<file path="config.mk">
export PLATFORM = sky130hd
export DESIGN_NAME = lag_throttle_controller_unit_flat
export DESIGN_NICKNAME = d
export VERILOG_FILES = /design/src/sv/lagtc_pkg.sv /design/src/sv/lagtc_if.sv /design/src/sv/lagtc_ctrl.sv /design/src/sv/lagtc_dp.sv /design/src/sv/lag_throttle_controller_unit.sv /design/src/flat_wrapper.sv
export SDC_FILE = /design/constraint.sdc
export NUM_CORES = 1
export LEC_CHECK = 0
export BUFFER_PORTS_ARGS = -buffer_cell sky130_fd_sc_hd__buf_2
export CAP_MARGIN = 10
export CELL_PAD_IN_SITES_DETAIL_PLACEMENT = 1
export CELL_PAD_IN_SITES_GLOBAL_PLACEMENT = 2
export CORE_MARGIN = 3
export CORE_UTILIZATION = 35
export CTS_CLUSTER_SIZE = 12
export DETAILED_ROUTE_END_ITERATION = 6
export HOLD_SLACK_MARGIN = 0.05
export MAX_ROUTING_LAYER = met4
export PLACE_DENSITY_LB_ADDON = 0.25
export SLEW_MARGIN = 25
export SYNTH_ARGS = -nofsm -noshare
export SYNTH_HDL_FRONTEND = slang
export SYNTH_SLANG_ARGS = --single-unit
</file>
<file path="constraint.sdc">
create_clock -name clk -period 17.3 [get_ports clk]
set_input_delay 1.73 -clock clk [delete_from_list [all_inputs] [get_ports clk]]
set_output_delay 1.73 -clock clk [all_outputs]
set_load 0.03 [all_outputs]
</file>
<file path="src/sv/lagtc_pkg.sv">
package lagtc_pkg;

	// day counters are taken in their low DAY_BITS bits
	localparam int DAY_BITS   = 20;
	localparam int LAG_W      = DAY_BITS + 1;
	localparam int LIMIT_W    = 10;
	localparam int HALF_W     = LIMIT_W - 1;
	localparam int PEN_W      = 16;
	localparam int PID_W      = 8;
	localparam int MDAY_W     = 5;
	localparam int SQ_W       = 2 * HALF_W;
	localparam int PROD_W     = PEN_W + SQ_W;
	localparam int DIV_STEPS  = PEN_W;
	localparam int CNT_W      = $clog2(DIV_STEPS);
	localparam int CFG_IDX_W  = 2;
	localparam int CFG_DATA_W = 16;

	localparam logic [LIMIT_W-1:0] LIMIT_RESET   = LIMIT_W'(10);
	localparam logic [PEN_W-1:0]   MAX_PEN_RESET = PEN_W'(1200);
	localparam logic [PEN_W-1:0]   SLEEP_MIN_MS  = PEN_W'(5);

	typedef enum logic [CFG_IDX_W-1:0] {
		CFG_ENABLE  = 2'd0,
		CFG_LIMIT   = 2'd1,
		CFG_MAX_PEN = 2'd2
	} cfg_index_t;

	typedef enum logic {
		OP_PING = 1'b0,
		OP_TICK = 1'b1
	} op_t;

	typedef enum logic [2:0] {
		ST_IDLE,
		ST_EVAL,
		ST_SQUARE,
		ST_SCALE,
		ST_DIV,
		ST_DONE
	} state_t;

	typedef struct packed {
		logic accept;
		logic eval;
		logic square;
		logic scale;
		logic div_step;
		logic out_load;
	} cmd_t;

	typedef struct packed {
		logic tick_fire;
		logic div_last;
		logic out_free;
	} status_t;

endpackage

</file>
<file path="src/sv/lagtc_if.sv">
interface lagtc_item_if;
	import lagtc_pkg::*;
	logic                valid;
	logic                ready;
	logic                op;
	logic [19:0]         report_day;
	logic [PID_W-1:0]    client_id;
	logic [MDAY_W-1:0]   month_day;
	logic [19:0]         total_days;

	modport source (output valid, op, report_day, client_id, month_day, total_days, input ready);
	modport sink (input valid, op, report_day, client_id, month_day, total_days, output ready);
endinterface

interface lagtc_result_if;
	import lagtc_pkg::*;
	logic                valid;
	logic                ready;
	logic [PEN_W-1:0]    penalty_ms;
	logic                sleep_now;
	logic                tracker_cleared;
	logic [PID_W-1:0]    lagging_player;

	modport source (output valid, penalty_ms, sleep_now, tracker_cleared, lagging_player,
		input ready);
	modport sink (input valid, penalty_ms, sleep_now, tracker_cleared, lagging_player,
		output ready);
endinterface

</file>
<file path="src/sv/lagtc_ctrl.sv">
module lagtc_ctrl (
	input  logic                clk,
	input  logic                arst_n,
	input  logic                in_valid,
	input  lagtc_pkg::status_t  sts,
	output logic                in_ready,
	output lagtc_pkg::cmd_t     cmd
);
	import lagtc_pkg::*;

	state_t state_q;
	state_t state_d;

	always_ff @(posedge clk or negedge arst_n) begin
		if (!arst_n) begin
			state_q <= ST_IDLE;
		end else begin
			state_q <= state_d;
		end
	end

	always_comb begin
		state_d  = state_q;
		cmd      = '0;
		in_ready = 1'b0;
		unique case (state_q)
			ST_IDLE: begin
				in_ready   = 1'b1;
				cmd.accept = in_valid;
				if (in_valid && sts.tick_fire) begin
					state_d = ST_EVAL;
				end
			end
			ST_EVAL: begin
				cmd.eval = 1'b1;
				state_d  = ST_SQUARE;
			end
			ST_SQUARE: begin
				cmd.square = 1'b1;
				state_d    = ST_SCALE;
			end
			ST_SCALE: begin
				cmd.scale = 1'b1;
				state_d   = ST_DIV;
			end
			ST_DIV: begin
				cmd.div_step = 1'b1;
				if (sts.div_last) begin
					state_d = ST_DONE;
				end
			end
			ST_DONE: begin
				// wait for a free output slot
				if (sts.out_free) begin
					cmd.out_load = 1'b1;
					state_d      = ST_IDLE;
				end
			end
			default: begin
				state_d = ST_IDLE;
			end
		endcase
	end

endmodule

</file>
<file path="src/sv/lagtc_dp.sv">
module lagtc_dp (
	input  logic                               clk,
	input  logic                               arst_n,
	input  lagtc_pkg::cmd_t                    cmd,
	output lagtc_pkg::status_t                 sts,
	input  logic                               cfg_wr_en,
	input  logic [lagtc_pkg::CFG_IDX_W-1:0]    cfg_index,
	input  logic [lagtc_pkg::CFG_DATA_W-1:0]   cfg_data,
	input  logic                               in_op,
	input  logic [19:0]                        in_report_day,
	input  logic [lagtc_pkg::PID_W-1:0]        in_client_id,
	input  logic [lagtc_pkg::MDAY_W-1:0]       in_month_day,
	input  logic [19:0]                        in_total_days,
	output logic                               out_valid,
	input  logic                               out_ready,
	output logic [lagtc_pkg::PEN_W-1:0]        out_penalty_ms,
	output logic                               out_sleep_now,
	output logic                               out_tracker_cleared,
	output logic [lagtc_pkg::PID_W-1:0]        out_lagging_player
);
	import lagtc_pkg::*;

	// configuration
	logic                enable_q;
	logic [LIMIT_W-1:0]  limit_q;
	logic [PEN_W-1:0]    max_pen_q;

	// tracker and day state
	logic                trk_valid_q;
	logic [DAY_BITS-1:0] oldest_day_q;
	logic [PID_W-1:0]    oldest_player_q;
	logic                last_valid_q;
	logic [MDAY_W-1:0]   last_mday_q;

	// arithmetic
	logic [LAG_W-1:0]    lag_q;
	logic [HALF_W-1:0]   excess_q;
	logic                zero_q;
	logic                sat_q;
	logic                cleared_q;
	logic [SQ_W-1:0]     sq_q;
	logic [SQ_W-1:0]     bsq_q;
	logic [SQ_W-1:0]     rem_q;
	logic [PEN_W-1:0]    dq_q;
	logic [CNT_W-1:0]    cnt_q;

	logic                out_valid_q;
	logic [PEN_W-1:0]    pen_q;
	logic                sleep_q;
	logic                clr_q;
	logic [PID_W-1:0]    player_q;

	logic [DAY_BITS-1:0] rpt_day;
	logic [DAY_BITS-1:0] total_day;
	logic                ping_take;
	logic                tick_active;
	logic                tick_fire;
	logic [HALF_W-1:0]   half;
	logic [LIMIT_W-1:0]  thr;
	logic                lag_over;
	logic [LAG_W-1:0]    lag_eff;
	logic [LAG_W-1:0]    diff;
	logic                below;
	logic [HALF_W-1:0]   excess;
	logic [PROD_W-1:0]   prod;
	logic [SQ_W:0]       shifted;
	logic [SQ_W+1:0]     trial;
	logic                ge;
	logic [PEN_W-1:0]    pen;

	assign rpt_day   = in_report_day[DAY_BITS-1:0];
	assign total_day = in_total_days[DAY_BITS-1:0];

	assign ping_take = !trk_valid_q || (rpt_day < oldest_day_q) ||
		(in_client_id == oldest_player_q && rpt_day > oldest_day_q);

	assign tick_active = (in_op == OP_TICK) && enable_q && trk_valid_q;
	assign tick_fire   = tick_active && last_valid_q && (in_month_day != last_mday_q);

	// lag evaluation
	assign half     = limit_q[LIMIT_W-1:1];
	assign thr      = limit_q - {1'b0, half};
	assign lag_over = $signed(lag_q) > $signed({{(LAG_W-LIMIT_W){1'b0}}, limit_q});
	assign lag_eff  = lag_over ? '0 : lag_q;
	assign below    = $signed(lag_eff) < $signed({{(LAG_W-LIMIT_W){1'b0}}, thr});
	assign diff     = lag_eff - {{(LAG_W-LIMIT_W){1'b0}}, thr};
	assign excess   = diff[HALF_W-1:0];

	assign prod = {{SQ_W{1'b0}}, max_pen_q} * {{PEN_W{1'b0}}, sq_q};

	// restoring divide step, one quotient bit a cycle
	assign shifted = {rem_q, dq_q[PEN_W-1]};
	assign trial   = {1'b0, shifted} - {2'b00, bsq_q};
	assign ge      = !trial[SQ_W+1];

	assign pen = zero_q ? '0 : (sat_q ? max_pen_q : dq_q);

	assign sts.tick_fire = tick_fire;
	assign sts.div_last  = (cnt_q == CNT_W'(DIV_STEPS - 1));
	assign sts.out_free  = !out_valid_q || out_ready;

	always_ff @(posedge clk or negedge arst_n) begin
		if (!arst_n) begin
			enable_q        <= 1'b0;
			limit_q         <= LIMIT_RESET;
			max_pen_q       <= MAX_PEN_RESET;
			trk_valid_q     <= 1'b0;
			oldest_day_q    <= '0;
			oldest_player_q <= '0;
			last_valid_q    <= 1'b0;
			last_mday_q     <= '0;
			out_valid_q     <= 1'b0;
			cnt_q           <= '0;
		end else begin
			if (cfg_wr_en) begin
				unique case (cfg_index)
					CFG_ENABLE:  enable_q  <= cfg_data[0];
					CFG_LIMIT:   limit_q   <= cfg_data[LIMIT_W-1:0];
					CFG_MAX_PEN: max_pen_q <= cfg_data[PEN_W-1:0];
					default: ;
				endcase
			end
			if (cmd.accept) begin
				if (in_op == OP_PING) begin
					if (ping_take) begin
						trk_valid_q     <= 1'b1;
						oldest_day_q    <= rpt_day;
						oldest_player_q <= in_client_id;
					end
				end else if (tick_active) begin
					if (!last_valid_q) begin
						last_valid_q <= 1'b1;
						last_mday_q  <= in_month_day;
					end else if (tick_fire) begin
						last_mday_q <= in_month_day;
					end
				end
			end
			if (cmd.eval && lag_over) begin
				trk_valid_q     <= 1'b0;
				oldest_day_q    <= '0;
				oldest_player_q <= '0;
			end
			if (cmd.scale) begin
				cnt_q <= '0;
			end else if (cmd.div_step) begin
				cnt_q <= cnt_q + CNT_W'(1);
			end
			if (cmd.out_load) begin
				out_valid_q <= 1'b1;
			end else if (out_ready) begin
				out_valid_q <= 1'b0;
			end
		end
	end

	always_ff @(posedge clk) begin
		if (cmd.accept) begin
			lag_q <= {1'b0, total_day} - {1'b0, oldest_day_q};
		end
		if (cmd.eval) begin
			excess_q  <= excess;
			// no excess over the threshold gives no delay, also with a zero buffer
			zero_q    <= below || (excess == '0);
			// zero buffer: saturate only on a positive excess
			sat_q     <= (excess >= half) && (excess != '0);
			cleared_q <= lag_over;
		end
		if (cmd.square) begin
			sq_q  <= {{HALF_W{1'b0}}, excess_q} * {{HALF_W{1'b0}}, excess_q};
			bsq_q <= {{HALF_W{1'b0}}, half} * {{HALF_W{1'b0}}, half};
		end
		if (cmd.scale) begin
			rem_q <= prod[PROD_W-1:PEN_W];
			dq_q  <= prod[PEN_W-1:0];
		end else if (cmd.div_step) begin
			rem_q <= ge ? trial[SQ_W-1:0] : shifted[SQ_W-1:0];
			dq_q  <= {dq_q[PEN_W-2:0], ge};
		end
		if (cmd.out_load) begin
			pen_q    <= pen;
			sleep_q  <= pen > SLEEP_MIN_MS;
			clr_q    <= cleared_q;
			player_q <= oldest_player_q;
		end
	end

	assign out_valid           = out_valid_q;
	assign out_penalty_ms      = pen_q;
	assign out_sleep_now       = sleep_q;
	assign out_tracker_cleared = clr_q;
	assign out_lagging_player  = player_q;

endmodule

</file>
<file path="src/sv/lag_throttle_controller_unit.sv">
// a ping is absorbed at its transfer; a new-day tick raises its result after evaluate, square,
// scale, 16 divide steps and a hand-off that waits while the output register is full
// throughput: one ping or plain tick a cycle; a new-day tick keeps the input not ready until
// its result is handed off, longer while the output register is full
// reset: arst_n clears config to defaults, empties the tracker and the day latch
module lag_throttle_controller_unit (
	input  logic                               clk,
	input  logic                               arst_n,
	input  logic                               cfg_wr_en,
	input  logic [lagtc_pkg::CFG_IDX_W-1:0]    cfg_index,
	input  logic [lagtc_pkg::CFG_DATA_W-1:0]   cfg_data,
	lagtc_item_if.sink                         item,
	lagtc_result_if.source                     result
);
	import lagtc_pkg::*;

	cmd_t    cmd;
	status_t sts;
	logic    in_ready;

	// input side only ready while the sequencer is idle
	assign item.ready = in_ready;

	// sequencer: idle, then evaluate, square, scale, divide, hand off
	lagtc_ctrl u_ctrl (
		.clk      (clk),
		.arst_n   (arst_n),
		.in_valid (item.valid),
		.sts      (sts),
		.in_ready (in_ready),
		.cmd      (cmd)
	);

	// tracker, config registers, penalty arithmetic and output register
	// the output register lets a finished result wait while new items transfer in
	lagtc_dp u_dp (
		.clk                 (clk),
		.arst_n              (arst_n),
		.cmd                 (cmd),
		.sts                 (sts),
		.cfg_wr_en           (cfg_wr_en),
		.cfg_index           (cfg_index),
		.cfg_data            (cfg_data),
		.in_op               (item.op),
		.in_report_day       (item.report_day),
		.in_client_id        (item.client_id),
		.in_month_day        (item.month_day),
		.in_total_days       (item.total_days),
		.out_valid           (result.valid),
		.out_ready           (result.ready),
		.out_penalty_ms      (result.penalty_ms),
		.out_sleep_now       (result.sleep_now),
		.out_tracker_cleared (result.tracker_cleared),
		.out_lagging_player  (result.lagging_player)
	);

endmodule

</file>
<file path="src/flat_wrapper.sv">
// flat-port wrapper written by rule: the top's interface ports become plain ports
module lag_throttle_controller_unit_flat import lagtc_pkg::*;
  (clk, arst_n, cfg_wr_en, cfg_index, cfg_data, item_valid, item_op, item_report_day, item_client_id, item_month_day, item_total_days, item_ready, result_valid, result_penalty_ms, result_sleep_now, result_tracker_cleared, result_lagging_player, result_ready);
  lagtc_item_if item_i ();
  lagtc_result_if result_i ();
  input  logic clk;
  input  logic arst_n;
  input  logic cfg_wr_en;
  input  logic [lagtc_pkg::CFG_IDX_W-1:0] cfg_index;
  input  logic [lagtc_pkg::CFG_DATA_W-1:0] cfg_data;
  input wire logic [$bits(item_i.valid)-1:0] item_valid;
  input wire logic [$bits(item_i.op)-1:0] item_op;
  input wire logic [$bits(item_i.report_day)-1:0] item_report_day;
  input wire logic [$bits(item_i.client_id)-1:0] item_client_id;
  input wire logic [$bits(item_i.month_day)-1:0] item_month_day;
  input wire logic [$bits(item_i.total_days)-1:0] item_total_days;
  output wire logic [$bits(item_i.ready)-1:0] item_ready;
  output wire logic [$bits(result_i.valid)-1:0] result_valid;
  output wire logic [$bits(result_i.penalty_ms)-1:0] result_penalty_ms;
  output wire logic [$bits(result_i.sleep_now)-1:0] result_sleep_now;
  output wire logic [$bits(result_i.tracker_cleared)-1:0] result_tracker_cleared;
  output wire logic [$bits(result_i.lagging_player)-1:0] result_lagging_player;
  input wire logic [$bits(result_i.ready)-1:0] result_ready;
  assign item_i.valid = item_valid;
  assign item_i.op = item_op;
  assign item_i.report_day = item_report_day;
  assign item_i.client_id = item_client_id;
  assign item_i.month_day = item_month_day;
  assign item_i.total_days = item_total_days;
  assign item_ready = item_i.ready;
  assign result_valid = result_i.valid;
  assign result_penalty_ms = result_i.penalty_ms;
  assign result_sleep_now = result_i.sleep_now;
  assign result_tracker_cleared = result_i.tracker_cleared;
  assign result_lagging_player = result_i.lagging_player;
  assign result_i.ready = result_ready;
  lag_throttle_controller_unit u_core (.clk(clk), .arst_n(arst_n), .cfg_wr_en(cfg_wr_en), .cfg_index(cfg_index), .cfg_data(cfg_data), .item(item_i), .result(result_i));
endmodule
</file>
# [Word-level counts from Yosys, hierarchy flattened]
# Cells that the tools add are included.
[totals] in_bits=77 reg_bits=199 out_inout_bits=28 word_cells=121
[op_classes] n_eq_ne=15 add_sub_neg=5 mux=38 n_lt_le_gt_ge=6 reduce_logical=30 n_mul=3
[ops] cell="$mux 20" count=4
[ops] cell="$mux 16" count=4
[ops] cell="$mux 18" count=3
[ops] cell="$mul 9x9->18" count=2
[ops] cell="$mul 16x18->34" count=1
[ops] cell="$mux 8" count=4
[ops] cell="$gt 21x11->1" count=1
[ops] cell="$lt 21x11->1" count=1
[ops] cell="$mux 21" count=1
[ops] cell="$sub 20x20->21" count=1
[ops] cell="$gt 20x20->1" count=1
[ops] cell="$lt 20x20->1" count=1
[ops] cell="$sub 19x18->20" count=1
[ops] cell="$pmux 3 s6" count=1
[ops] cell="$gt 16x3->1 const B" count=1
[ops] cell="$mux 1" count=14
[ops] cell="$mux 5" count=2
[ops] cell="$sub 10x9->10" count=1
[ops] cell="$ge 9x9->1" count=1
[ops] cell="$logic_not 9->1" count=1
[ops] cell="$mux 3" count=3
[ops] cell="$reduce_and 3->1" count=3
[ops] cell="$reduce_bool 9->1" count=1
[ops] cell="$sub 9x9->9" count=1
[ops] cell="other kinds (20)" count=43

# [Depth between registers and ports, before layout]
[depth] depth_word=7 ltp_mapped=25 depth_no_buf=23

# [Modules after synthesis]
# A second synthesis with hierarchy kept.
[hier_totals] cells_unflattened=2449 area_unflattened_um2=24120.6
[by_module_without_submodules] mod="lagtc_dp" instances=1 cells_per_inst=2426 area_each_um2=23905.4 seq_area_each_um2=5497.8
[by_module_without_submodules] mod="lagtc_ctrl" instances=1 cells_per_inst=23 area_each_um2=215.2 seq_area_each_um2=75.1

# [Least setup slack after synthesis]
# OpenSTA, ideal clock, no wires.
[synth_path] kind="reg2reg" from="register u_core.u_dp.max_pen_q[7]" to="register u_core.u_dp.rem_q[17] (data pin)" path_stages_with_launch=24 path_slack_ps=10868 path_buffers=3 t_arrival_ps=6162 setup_time_ps=270 required_time_ps=17030 period_less_slack_ps=6432 path_cell_list="dfstp_2 clkbuf_1 clkbuf_1 nand2_1 fa_1 fa_1 inv_1 fa_1 fa_1 fa_1 inv_1 fa_1 inv_1 ha_1 buf_2 o21ai_0 a2111oi_0 o2111ai_1 nand3_1 a21oi_1 a211o_1 o21ai_1 xnor2_1 a21oi_1"
[synth_via] elab_chain_len=2
[synth_lines] element="start: declaration" line="lagtc_dp.sv:26" text="logic [PEN_W-1:0] max_pen_q;"
[synth_lines] element="start signal: assignment" line="lagtc_dp.sv:119" text="CFG_MAX_PEN: max_pen_q <= cfg_data[PEN_W-1:0];"
[synth_lines] element="$mul 16x18->34" line="lagtc_dp.sv:89" text="assign prod = {{SQ_W{1'b0}}, max_pen_q} * {{PEN_W{1'b0}}, sq_q};"
[synth_lines] element="$mux 18" line="lagtc_dp.sv:173" text="if (cmd.scale) begin"
[synth_lines] element="end signal: assignment" line="lagtc_dp.sv:174" text="rem_q <= prod[PROD_W-1:PEN_W];"
[synth_lines] element="end signal: assignment" line="lagtc_dp.sv:177" text="rem_q <= ge ? trial[SQ_W-1:0] : shifted[SQ_W-1:0];"
[synth_lines] element="end: declaration" line="lagtc_dp.sv:43" text="logic [SQ_W-1:0] rem_q;"
# Every way passes these cells.
# A chain may end at the register's enable or synchronous reset.

# [Worst setup path in the final report]
[layout_path] from="register u_core.u_dp.max_pen_q[6]" to="register u_core.u_dp.rem_q[17] (data pin)"
# Same word-level chain as after synthesis.

==> reports/qor.yml <==
std_cell_rows: 95
postSynthRegisterBits: 197
global_route_wire_length_before_repair_um: 111000
core_area_mm2: 0.0676
die_y_um: 268
postSynth.asyncResetShare_pct: 35.5
holdCritStartpoint: "u_core.u_dp.cleared_q$_DFFE_PN_"
crit_path_max_incr_delay_ns: 1.04
vias_per_cell: 5.02
finalCriticalPeriod_ns: 7.27
synth-main-ff-cell: "sky130_fd_sc_hd__edfxtp_1"
final-max-slew-violation-count: 0
worst_slew_margin_rel_pct: 29.3
rsz_0062_raised_after_global_routing: "no"
run_status: "completed"
cap_violations: 0
via_count_of_the_first_global_routing_pass: 19800
drt_iter0_markers: 721
critical_path_class: "register to register"
final_cell_mix: "sky130_fd_sc_hd__inv_1, sky130_fd_sc_hd__fa_1, sky130_fd_sc_hd__ha_1, sky130_fd_sc_hd__nand2_1, sky130_fd_sc_hd__and2_1"
count_of_filler_cells_inserted_in_the_layout: 7734
drt-met1-wl_um: 29500
holdWs_ns: 0.436
timing.fmax_mhz: 138
ys_types: 72
timing.critical_path.from_type: "register"
port-buffer-count: 104
cts.repair.resized: 0
synth_edf_count: 127
tritoncts_clock_tree: "done"
max-clock-path-buffers: 2
clkTransAtPathRegs_ns: 0.08
numCtsBuffers: 17
post_synth_instance_area_mm2: 0.0240
post-synth-top-area-fraction_pct: 23.8
crit_path_from: "u_core.u_dp.max_pen_q[6]$_DFFE_PN0P_"
clk-insertion-delay-late_ns: 0.50
critical_path.cell_chain: "nand2_1, fa_1, inv_1, fa_1, fa_1, fa_1, fa_1, inv_1, fa_1, inv_1, ha_1, o21ai_0, a2111oi_0, o2111ai_1, nand3_1, a21oi_1, a211o_1, o21ai_1, xnor2_1, a21oi_1"
drt-pass1-iter-count: 4
setup-violations-final: 0
fin_worst_skew_ns: 0.0220
remaining_design_rule_violation_count: 0
synth.largest_area_cell: "sky130_fd_sc_hd__fa_1"
start_util_pct: 35.5
netlist_top_cells_area: "sky130_fd_sc_hd__fa_1, sky130_fd_sc_hd__edfxtp_1, sky130_fd_sc_hd__ha_1"
drt_wl_total_um: 68300
wl_met3_um: 1780
highest_signal_layer_in_the_routed_design: "met4"
worst_min_path_class: "register to register"
fp.dieW_um: 268
ant_nets: 0
route.met2.wl_um: 35800
number_of_synthesis_warnings: 0
commonest_non_fill_non_tap_cell_in_the_layout: "sky130_fd_sc_hd__inv_1"
slowest_stage: "sky130_fd_sc_hd__dfrtp_1"
cts_hold_repair.buffers: 0
globalRoute.totalOverflow: 0
clockRootBuffer: "sky130_fd_sc_hd__clkbuf_16"
worst_ep_arrival_time_ns: 7.49
setup_tns_ns: 0
critical_path.endpoint_type: "register"
min_period_over_period_pct: 42.0
dieArea_mm2: 0.0718
place.detailed.hpwl_um: 54700
mapped_cells: 2481
syn_avg_cell_area_um2: 9.69
boundaryPins: 105
post-cts-setup-buffers: 0
hold_vio_cnt_final: 0
crit_top_cell: "sky130_fd_sc_hd__fa_1"
areaGrowthSynthToFinish_pct: 8.66
final_routed_wire_length_divided_by_cell_count_um: 19.9
post_route_cells_drive_above_1_share_pct: 8.11
finalNetCount: 3197
globalplace.congestion: 0.843
crit-reg2reg-launch: "u_core.u_dp.max_pen_q[6]$_DFFE_PN0P_"
worstPathMaxFanout: 19
synth_seq_area_share_pct: 23.2
grtUsageTotal_pct: 20.6
tritoncts_num_sinks: 197
vias: 17300
worst-slew-pin-transition_ns: 1.06
grt_start_max_net_pins: 49
critical_path_required_ns: 17.52
initial_antenna_violation_count: 1
cts_htree_levels: 4
==> cells by family (layout without fill, tap and decap cells) <==
logic type	count (synthesis)	after routing	synth area share (%)
buffers and inverters	532	610	8.40
DFF	197	197	23.2
other	2	9	0.0313
and+or+nand+nor	663	663	13.4
muxes	69	69	3.06
xor gates and xnor gates	103	103	3.75
adders and majority gates	568	568	38.5
AOI/OAI and AO/OA	347	347	9.71
==> worst max-delay path, delay by kind of cell, from the launching register on <==
| kind | cells | cell delay, ns |
|---|---|---|
| buffers and inverters | 3 | 0.17 |
| adders and majority gates | 7 | 3.54 |
| DFF | 1 | 1.04 |
| and+or+nand+nor | 2 | 0.49 |
| AOI/OAI and AO/OA | 7 | 1.62 |
| xor gates and xnor gates | 1 | 0.13 |
==> worst paths after layout <==
kind | slack, ns | to | depth (start not counted)
min reg2reg | 0.44 | u_core.u_dp.out_tracker_cleared$_DFFE_PP_ | 0
max in group asynchronous | 15.01 | u_core.u_dp.cnt_q[0]$_DFFE_PN0P_ | 2
max reg2reg | 10.03 | u_core.u_dp.rem_q[17]$_DFFE_PP_ | 20
max | 10.03 | u_core.u_dp.rem_q[17]$_DFFE_PP_ | 20
min | 0.44 | u_core.u_dp.out_tracker_cleared$_DFFE_PP_ | 0
min in group asynchronous | 1.18 | u_core.u_dp.oldest_player_q[2]$_DFFE_PN0P_ | 1
==> state kept, by name (all words and copies together), names as in the netlist, 8 cells and up <==
name / cells
u_core.u_dp.out_penalty_ms: 16
u_core.u_dp.limit_q: 10
u_core.u_dp.max_pen_q: 16
u_core.u_dp.bsq_q: 17
u_core.u_dp.lag_q: 21
u_core.u_dp.out_lagging_player: 8
u_core.u_dp.dq_q: 16
u_core.u_dp.excess_q: 9
u_core.u_dp.oldest_day_q: 20
u_core.u_dp.sq_q: 17
u_core.u_dp.oldest_player_q: 8
u_core.u_dp.rem_q: 18
==> cells in the mapped netlist (3+ instances only) <==
cell type and n:
sky130_fd_sc_hd__or4_1 7, sky130_fd_sc_hd__fa_1 286, sky130_fd_sc_hd__a21o_1 50, sky130_fd_sc_hd__o21ai_0 68, sky130_fd_sc_hd__a211oi_1 12, sky130_fd_sc_hd__a31oi_1 8, sky130_fd_sc_hd__edfxtp_1 127, sky130_fd_sc_hd__o31ai_1 8
sky130_fd_sc_hd__dfstp_2 6, sky130_fd_sc_hd__a21boi_0 13, sky130_fd_sc_hd__or3_1 6, sky130_fd_sc_hd__nor2b_1 16, sky130_fd_sc_hd__nor3_1 21, sky130_fd_sc_hd__a2111oi_0 3, sky130_fd_sc_hd__nor2_1 126, sky130_fd_sc_hd__nand2b_1 13
sky130_fd_sc_hd__nand3b_1 3, sky130_fd_sc_hd__o21bai_1 9, sky130_fd_sc_hd__and3_1 8, sky130_fd_sc_hd__o311ai_0 3, sky130_fd_sc_hd__mux2i_1 34, sky130_fd_sc_hd__o22ai_1 5, sky130_fd_sc_hd__mux2_2 35, sky130_fd_sc_hd__inv_1 455
sky130_fd_sc_hd__nand3_1 27, sky130_fd_sc_hd__ha_1 282, sky130_fd_sc_hd__o21a_1 16, sky130_fd_sc_hd__nor4_1 5, sky130_fd_sc_hd__a22o_1 28, sky130_fd_sc_hd__nor3b_1 5, sky130_fd_sc_hd__and2_1 166, sky130_fd_sc_hd__buf_1 3
sky130_fd_sc_hd__buf_2 7, sky130_fd_sc_hd__nand2_1 239, sky130_fd_sc_hd__a21oi_1 89, sky130_fd_sc_hd__a211o_1 4, sky130_fd_sc_hd__clkbuf_1 62, sky130_fd_sc_hd__xor2_1 31, sky130_fd_sc_hd__xnor2_1 72, sky130_fd_sc_hd__nand4_1 14
sky130_fd_sc_hd__dfrtp_1 64, sky130_fd_sc_hd__o211ai_1 6
==> per-stage QoR <==
stage	setup slack, ns	area (um2)	util (%)	instances
2_1_floorplan	10.87	24100	-	2487
3_3_place_gp	10.23	25500	37.7	3403
3_5_place_dp	10.08	25500	37.8	3406
4_1_cts	10.04	26100	38.6	3438
5_1_grt	9.62	26100	38.6	3439
6_report	10.03	26100	38.6	3439
==> per-layer routing <==
layer  global-route usage, %  up-vias
met2                    37.1      214
li1                        -     8158
met5                       -        -
met1                    24.7     8833
met3                    2.55       64
met4                    4.50        0
==> layout make-up <==
cell class,instances,area (um2),share of cell area (%)
Sequential cell,197,5570,21.3
Inverter,457,1720,6.57
Clock inverter,14,145,0.556
Antenna cell,1,2.50,0.00958
Timing Repair Buffer,121,678,2.60
Multi-Input combinational cell,1758,16500,63.1
Tap cell,873,1090,4.18
Clock buffer,18,429,1.64
Power is not shown: default switching activity piles up to over one toggle a cycle in this logic, so the estimate is an artifact.
